===== config.mk =====
export PLATFORM = sky130hd
export DESIGN_NAME = dspd_ctrl
export DESIGN_NICKNAME = d
export VERILOG_FILES = /design/src/dspd_pkg.sv /design/src/dspd_ctrl.sv
export SDC_FILE = /design/constraint.sdc
export NUM_CORES = 1
export LEC_CHECK = 0
export BUFFER_PORTS_ARGS = -buffer_cell sky130_fd_sc_hd__clkbuf_2
export CAP_MARGIN = 25
export CORE_AREA = 2 2 39 41
export CTS_BUF_LIST = sky130_fd_sc_hd__clkbuf_4
export CTS_CLUSTER_SIZE = 28
export DETAILED_ROUTE_END_ITERATION = 16
export DIE_AREA = 0 0 41 43
export HOLD_SLACK_MARGIN = 0.12
export PLACE_DENSITY_LB_ADDON = 0.15
export SETUP_SLACK_MARGIN = 0.1
export SYNTH_ARGS = -nofsm -noshare
export SYNTH_HDL_FRONTEND = slang
export SYNTH_SLANG_ARGS = --single-unit

===== constraint.sdc =====
create_clock -name clk_i -period 1 [get_ports clk_i]
set_input_delay 0.1 -clock clk_i [delete_from_list [all_inputs] [get_ports clk_i]]
set_output_delay 0.1 -clock clk_i [all_outputs]
set_load 0.03 [all_outputs]

===== src/dspd_pkg.sv =====
// shared types and constants for the dag shortest path unit
// no dependencies
`timescale 1ns / 1ps
`default_nettype none

package dspd_pkg;

  localparam int NODE_W = 4;
  localparam int EDGE_COST_W = 16;
  localparam int NC_W = 5;
  localparam int CTG_W = 20;

  localparam logic [NC_W-1:0] NC_RST = 5'd16;
  localparam logic [CTG_W-1:0] CTG_INF = 20'hFFFFF;
  localparam logic [CTG_W-1:0] CTG_SAT = 20'hFFFFE;

  typedef enum logic [2:0] {
    ST_IDLE,
    ST_INIT,
    ST_PAIR,
    ST_DRAIN,
    ST_ROW,
    ST_EMIT_RD,
    ST_EMIT_OUT
  } dspd_state_e;

  typedef struct packed {
    logic [NODE_W-1:0]      from_node;
    logic [NODE_W-1:0]      to_node;
    logic [EDGE_COST_W-1:0] edge_cost;
    logic                   edge_present;
  } dspd_edge_t;

  typedef struct packed {
    logic [NODE_W-1:0] path_node;
    logic [CTG_W-1:0]  path_cost;
    logic              reachable;
    logic              last_node;
  } dspd_res_t;

  typedef struct packed {
    logic load_edge;
    logic init_solve;
    logic pair_rd;
    logic row_done;
    logic solve_done;
    logic emit_rd;
    logic emit_out;
  } dspd_cmd_t;

  typedef struct packed {
    logic pair_last;
    logic row_last;
    logic emit_fin;
    logic out_free;
  } dspd_sts_t;

endpackage

`default_nettype wire


===== src/dspd_ctrl.sv =====
// sequencer for edge load, backward solve and path emission
// depends on dspd_pkg
`timescale 1ns / 1ps
`default_nettype none

module dspd_ctrl (
  input  wire logic               clk_i,
  input  wire logic               rst_ni,
  input  wire logic               valid_i,
  input  wire logic               last_i,
  output logic                    ready_o,
  input  wire dspd_pkg::dspd_sts_t sts_i,
  output dspd_pkg::dspd_cmd_t     cmd_o
);
  import dspd_pkg::*;

  dspd_state_e state_q, state_d;

  always_ff @(posedge clk_i or negedge rst_ni) begin
    if (!rst_ni) begin
      state_q <= ST_IDLE;
    end else begin
      state_q <= state_d;
    end
  end

  always_comb begin
    state_d = state_q;
    case (state_q)
      ST_IDLE: begin
        if (valid_i && last_i) state_d = ST_INIT;
      end
      ST_INIT: begin
        state_d = ST_PAIR;
      end
      ST_PAIR: begin
        if (sts_i.pair_last) state_d = ST_DRAIN;
      end
      ST_DRAIN: begin
        state_d = ST_ROW;
      end
      ST_ROW: begin
        state_d = sts_i.row_last ? ST_EMIT_RD : ST_PAIR;
      end
      ST_EMIT_RD: begin
        state_d = ST_EMIT_OUT;
      end
      ST_EMIT_OUT: begin
        if (sts_i.out_free) state_d = sts_i.emit_fin ? ST_IDLE : ST_EMIT_RD;
      end
      default: begin
        state_d = ST_IDLE;
      end
    endcase
  end

  always_comb begin
    ready_o = 1'b0;
    cmd_o   = '0;
    case (state_q)
      ST_IDLE: begin
        ready_o         = 1'b1;
        cmd_o.load_edge = valid_i;
      end
      ST_INIT: begin
        cmd_o.init_solve = 1'b1;
      end
      ST_PAIR: begin
        cmd_o.pair_rd = 1'b1;
      end
      ST_ROW: begin
        cmd_o.row_done   = 1'b1;
        cmd_o.solve_done = sts_i.row_last;
      end
      ST_EMIT_RD: begin
        cmd_o.emit_rd = 1'b1;
      end
      ST_EMIT_OUT: begin
        cmd_o.emit_out = sts_i.out_free;
      end
      default: begin
        cmd_o = '0;
      end
    endcase
  end

endmodule

`default_nettype wire


==> out/qor.yml <==
yosys:
  synth.area.top_cells: "dfrtp_1 32%, a311oi_2 6.4%, and2_1 5.3%, o22ai_1 5.3%, nor2_1 4.8%"
  syn-num-nets: 37
  yosysWarnings: 0
  yosysTopAreaCellShare_pct: 32.09
  synth.distinct_cells: 19
  synth_top_area_cell: "dfrtp_1"
  syn-cell-area_um2: 234.0
  synth_cells: 29
  yosysSeqAreaShare_pct: 32.09
  synth-edff-count: 0
  ys_ff_latch: 3
  yosys-top-cells-count: "3 x dfrtp_1, 3 x nor2_1"
  avgSynthCellArea_um2: 8.068
  synthArstFlopShare_pct: 100.0
  ys.flop_type: "dfrtp_1"
global_route:
  antenna_found_initial: 0
  grt_use_total_pct: 11.53
  grt_pass1_vias: 334
  globalRouteOverflowTotal: 0
  grt_pass1_wl_um: 1331
  grt_max_degree: 8
place:
  place_hpwl_um: 589.7
  io_buffers: 15
  routabilityCongestion: 0.7185
  dpl-instance-area_um2: 402.9
  pre_cts_ws_ns: -0.1291
  numPlacedInstances: 64
drt:
  drc: 0
  antenna_left: 0
  wl_per_cell_um: 11.00
  first_iter_violations: 3
  dr.pass1.iters: 2
  totalWireLength_um: 814
  via_per_inst: 4.446
  routed-via-count: 329
cts:
  clockBufferDepth: 2
  cts_tree: "yes"
  cts_root_buffer: "clkbuf_4"
  clk_latency_ns: 0.23
  clock_sinks: 3
  cts-buffers-inserted: 3
  path_clk_slew_ns: 0.04
  cts_max_level: 1
sta:
  setup_viol: 10
  period_minus_slack_ns: 1.290
  finalHoldViolCount: 0
  final.setup.worst_slack_ns: -0.2896
  worstMarginPinSlew_ns: 0.1941
  finalCritPeriodShare_pct: 129.0
  holdWs_ns: 0.1679
  rsz0062_at_grt: "true"
  fmax_ghz: 0.7754
  drv_slew: 0
  relSlewSlack_pct: 87.00
  fin_skew_ns: 0.003183
finish:
  fin_area_um2: 590.6
  utilization_pct: 42.68
  syn2layout_area_growth_pct: 152.4
  antenna_cells: 0
  num-fill-cells: 139
  drive_gt1_share_pct: 82.76
  regArea_um2: 78.83
  regMostFlops: "state_q"
  largest_register_ffs: 3
  fin_nets: 67
  top_regs: "state_q (3)"
  multi_input_area_um2: 197.7
  final_cell_count_no_fill: 74
floorplanning:
  initial_core_util_pct: 16.91
  fp-row-count: 14
  dieArea_um2: 1763
  die_y_um: 43
  io_pins: 16
  core_um2: 1384
  die_w_um: 41
power:
  p_per_area_nw_per_um2: 3217
  ir_worst_vdd_v: 0.0009805
  leakagePower_uw: 0.0002788
setup_path:
  cp-end-kind: "output pin"
  path_class: "reg2out"
  r2r_setup_slack_ns: -0.25
  start_kind: "flip-flop"
  crit_required_ns: 0.90
  cp_data_arrival_time_ns: 1.19
  crit_fanout: 7
run:
  maxCapViolCount: 0
run_status:
  status: "finished with violations"
  violations: "setup timing"
hold_path:
  hold_path_class: "in2reg"
## cell families after synthesis
logic type | share of synthesized area [%]
muxes | 4.278
AOI/OAI and AO/OA | 21.93
and+or+nand+nor | 34.23
buffers and inverters | 7.488
DFF | 32.08
## cell usage in the layout, fill, tap and decap left out, types with 2 or more instances in the layout
cell type	n
o22ai_1	2
buf_4	6
buf_8	2
clkbuf_2	7
nand2_2	2
and2_4	2
buf_6	6
clkbuf_8	5
dfrtp_2	3
clkbuf_4	4
## per-layer routing
metal / share of wire [%] / global-route usage (%)
met3: 2.9 / 6.283
met5: 0 / 0
met2: 53 / 15.63
met1: 43 / 15.06
met4: 1.1 / 4.000
## what timing repair did
action / CTS / global route
buffers inserted: 3 / 2
gates resized for setup: 28 / 5
pin swaps: 3 / 1
endpoints found under the setup margin: 11 / 11
hold endpoints to repair: 3 / 0
hold buffers: 1 / 0
## path summary, 6_finish.rpt
path	to	start	cells past startpoint
worst min register to register	state_q[0]	state_q[0]	2
min in group asynchronous	state_q[1]	rst_ni	2
worst min-delay path	state_q[0]	sts_i[2]	3
worst max register to register	state_q[0]	state_q[2]	5
max in group asynchronous	state_q[0]	rst_ni	2
worst max-delay path	cmd_o[2]	state_q[0]	3
## power by group
group,internal [uW],switching [uW]
Clock,177,65.0
Sequential,187,120
Combinational,749,602
Total,1110,787
## stage by stage
stage                     TNS, ns  total power, uW
after floorplan           -0.5900            950.7
after global placement    -0.8512             1216
after detailed placement  -0.8414             1216
after CTS                  -2.306             1843
after global routing       -2.853             2036
final                      -2.169             1900
## final cells by class
cell class                      instances  share of cell area, %
Sequential cell                         3                  13.35
Timing Repair Buffer                   27                  43.43
Multi-Input combinational cell         22                  33.47
Clock buffer                            4                  5.085
Tap cell                               16                  3.390
Inverter                                2                  1.271
## critical path: stages (launching register included)
cell      delay, ns
dfrtp_2        0.44
buf_6          0.15
nor3_2         0.18
clkbuf_8       0.18
Note: power is estimated with default switching activity, not from simulation.
